===== src/design/dmx_command_parser_fader_assert.svh =====
// assertion macros shared by the rtl
`ifndef DMX_COMMAND_PARSER_FADER_ASSERT_SVH
`define DMX_COMMAND_PARSER_FADER_ASSERT_SVH

// same-cycle implication, off during reset
`define DCPF_ASSERT_SAME(label, clk, rst_n, ante, cons, msg) \
    label: assert property (@(posedge clk) disable iff (!rst_n) (ante) |-> (cons)) \
        else $error(msg);

// next-cycle implication, off during reset
`define DCPF_ASSERT_NEXT(label, clk, rst_n, ante, cons, msg) \
    label: assert property (@(posedge clk) disable iff (!rst_n) (ante) |=> (cons)) \
        else $error(msg);

`endif


===== src/design/dcpf_ram.sv =====
`timescale 1ns / 1ps

module dcpf_ram #(
    parameter int WIDTH = 8,
    parameter int DEPTH = 512
) (
    input  logic                     i_clk,
    input  logic                     i_we,
    input  logic [$clog2(DEPTH)-1:0] i_waddr,
    input  logic [WIDTH-1:0]         i_wdata,
    input  logic                     i_re,
    input  logic [$clog2(DEPTH)-1:0] i_raddr,
    output logic [WIDTH-1:0]         o_rdata
);

    logic [WIDTH-1:0] r_mem [DEPTH];
    logic [WIDTH-1:0] r_rdata;

    always_ff @(posedge i_clk) begin
        if (i_we) begin
            r_mem[i_waddr] <= i_wdata;
        end
        if (i_re) begin
            r_rdata <= r_mem[i_raddr];
        end
    end

    assign o_rdata = r_rdata;

endmodule


===== config.mk =====
export PLATFORM = sky130hd
export DESIGN_NAME = dcpf_ram
export DESIGN_NICKNAME = d
export VERILOG_FILES = /design/src/design/dmx_command_parser_fader_assert.svh /design/src/design/dcpf_ram.sv
export SDC_FILE = /design/constraint.sdc
export NUM_CORES = 2
export LEC_CHECK = 0
export ABC_AREA = 1
export BUFFER_PORTS_ARGS = -buffer_cell sky130_fd_sc_hd__buf_2
export CAP_MARGIN = 25
export CORE_UTILIZATION = 35
export DETAILED_ROUTE_END_ITERATION = 10
export SYNTH_ARGS = -nofsm -noshare
export SYNTH_HDL_FRONTEND = slang
export SYNTH_SLANG_ARGS = --single-unit

===== constraint.sdc =====
create_clock -name i_clk -period 2.7 [get_ports i_clk]
set_input_delay 0.54 -clock i_clk [delete_from_list [all_inputs] [get_ports i_clk]]
set_output_delay 0.54 -clock i_clk [all_outputs]
set_load 0.03 [all_outputs]

==> impl_metrics.json <==
{
  "status": "complete, no violations",
  "coreArea_sq_um": 475000,
  "gr-usage-met1_pct": 28.1,
  "synth_fp_nets": 13900,
  "max-cap-violations": 0,
  "start_util_pct": 35.2,
  "setup_tns_ns": 0,
  "ys.warnings.count": 0,
  "crit_arrival_ns": 3.42,
  "clock.fmax_ghz": 0.371,
  "swShare_pct": 22.7,
  "final_common_cell": "nand2_1",
  "overflow": 0,
  "cts_sinks": 4104,
  "min_period_ns": 2.70,
  "die_area_sq_um": 479000,
  "syn_area_per_cell_sq_um": 12.0,
  "whs_ns": 0.115,
  "gr-usage-met3_pct": 3.27,
  "syn_to_final_growth_pct": 19.0,
  "intPower_w": 0.106,
  "drt-pass1-iter-count": 7,
  "drv_slew": 0,
  "netlist_area_sq_um": 167000,
  "critical_path_class": "input pin to flop",
  "grt_pass1_wl_microns": 722000,
  "cts_htree_levels": 5,
  "final.setup_skew_ns": 0.0421,
  "io_buffers": 36,
  "synth_top_area_cell": "edfxtp_1",
  "power_switching_w": 0.0311,
  "via_per_inst": 5.25,
  "p_comb_share_pct": 6.9,
  "hold_violations": 0,
  "hpwlAfterDp_microns": 313000,
  "cts_made_buffers": 421,
  "pin_count": 37,
  "relSlewSlack_pct": 52.4,
  "drt-total-wl_microns": 494000,
  "worst_ir_drop_vdd_uv": 644,
  "synth_area_leaders": "edfxtp_1 (74%), nand3_1 (12%), nand2_1 (9.4%)",
  "cp_max_fo": 19,
  "post_cts_buffers": 0,
  "power_frac_seq_pct": 51.2,
  "holdCritPathClass": "input pin to flop",
  "cts_root_buf": "clkbuf_16",
  "rows": 253,
  "cp-end-kind": "flop",
  "gr-usage-met2_pct": 31.6,
  "worst_pin_slew_ns": 0.714,
  "grt.busiest_layer": "met2",
  "die_width_microns": 692,
  "syn_inst": 13900,
  "power_density_nw_per_um2": 690,
  "routedWlPerCell_microns": 22.9,
  "tritoncts": "built",
  "final_nets": 15000,
  "p_clk_share_pct": 41.9,
  "final_antenna_net_count": 0,
  "final_cell_mix": "nand2_1 (4145), edfxtp_1 (4104), nand3_1 (4080)",
  "die_y_microns": 692,
  "fillerInstances": 43600,
  "cts_resized": 0,
  "clkTransAtPathRegs_ns": 0.07,
  "p_leak_nw": 70.9,
  "antenna_found_initial": 36,
  "first_iter_violations": 13600,
  "multiInputGateArea_sq_um": 38100,
  "drc": 0,
  "synth_top_cell_area_share_pct": 73.9,
  "grt_pass1_vias": 108000,
  "startpoint_type": "input pin",
  "clock_path_buffers": 4,
  "grt.total_usage_pct": 20.0,
  "ys_types": 15,
  "regArea_sq_um": 123000,
  "ys_ff_latch": 4104,
  "route.vias.total": 113000,
  "finalCritPeriodShare_pct": 99.8,
  "clk_latency_ns": 0.98,
  "grt_setup_unrepaired": "false",
  "layout-drive-gt1-share_pct": 14.4,
  "gp_congestion": 0.887,
  "ys_seq_area_share_pct": 73.9,
  "cp_data_required_time_ns": 3.43,
  "grt_max_degree": 117,
  "setup_viol": 0
}
[routing by layer]
layer  vias up  part of all wire [%]
met4         6                   3.3
li1      51600                     -
met5         -                0.0089
met2      5131                    46
met3       783                   8.9
met1     55600                    42
[cells by family after synthesis]
family / after synthesis / share of synthesized area, %
DFF: 4104 / 73.9
buffers and inverters: 1022 / 3.33
and+or+nand+nor: 8765 / 22.8
[worst paths after layout]
path | from | endpoint | slack (ns) | cells past startpoint
worst max-delay path | i_raddr[1] | o_rdata[5] | 0.004 | 13
worst min-delay path | i_re | o_rdata[7] | 0.11 | 1
worst max register to register | r_mem[267][6] | o_rdata[6] | 0.03 | 10
worst min register to register | r_mem[102][6] | o_rdata[6] | 1.10 | 10
[through the flow]
stage / util (%) / cells / area (sq um) / setup slack [ns] / power [W]
3_5_place_dp: 39.0 / 20700 / 185000 / -0.952 / 0.0809
4_1_cts: 41.8 / 21500 / 199000 / 0.0894 / 0.138
5_1_grt: 41.8 / 21500 / 199000 / 0.0550 / 0.141
3_3_place_gp: 39.0 / 20700 / 185000 / -0.987 / 0.0808
2_1_floorplan: - / 13900 / 167000 / 0.569 / 0.0759
6_report: 41.8 / 21600 / 199000 / 0.00410 / 0.137
[critical path, cell delays in order]
cell     delay, ns
buf_8         0.24
buf_12        0.20
buf_12        0.18
buf_4         0.31
nand3_1       0.13
nand3_1       0.16
nand3_1       0.11
nand3_1       0.14
nand3_1       0.14
nand3_1       0.26
nand3_1       0.51
nand3_1       0.27
nand2_1       0.07
[timing repair]
item,CTS,global route
hold buffers,7,0
setup endpoints to repair,0,0
hold endpoints to repair,99,0
[synthesized netlist by cell type]
library cell and n:
inv_1 34, nor2_1 514, inv_4 2, buf_12 1, buf_4 123, buf_6 72
buf_1 82, nor3_1 11, clkbuf_1 184, nand2_1 4160, nand3_1 4080, edfxtp_1 4104
buf_8 4, buf_2 517, inv_2 3
[power groups by stage]
stage	clock (W)	sequential, W	combinational, W
3_3_place_gp	0	0.0716	0.00925
5_1_grt	0.0604	0.0702	0.0100
6_report	0.0574	0.0702	0.00939
3_5_place_dp	0	0.0716	0.00931
2_1_floorplan	0	0.0716	0.00434
4_1_cts	0.0580	0.0702	0.00934
[sequential cells by signal, summed over array words and instances, names as in the netlist]
register  cells
r_mem      4096
o_rdata       8
[cell type report]
cell class | instances | area share [%]
inverter | 39 | 0.102
tap | 6247 | 3.94
clock inverter | 267 | 1.19
sequential | 4104 | 62.1
multi-input combinational | 8765 | 19.2
clock buffer | 513 | 5.59
timing repair buffer | 1599 | 7.90
antenna | 16 | 0.0202
Note: power is estimated with default switching activity, not from simulation.
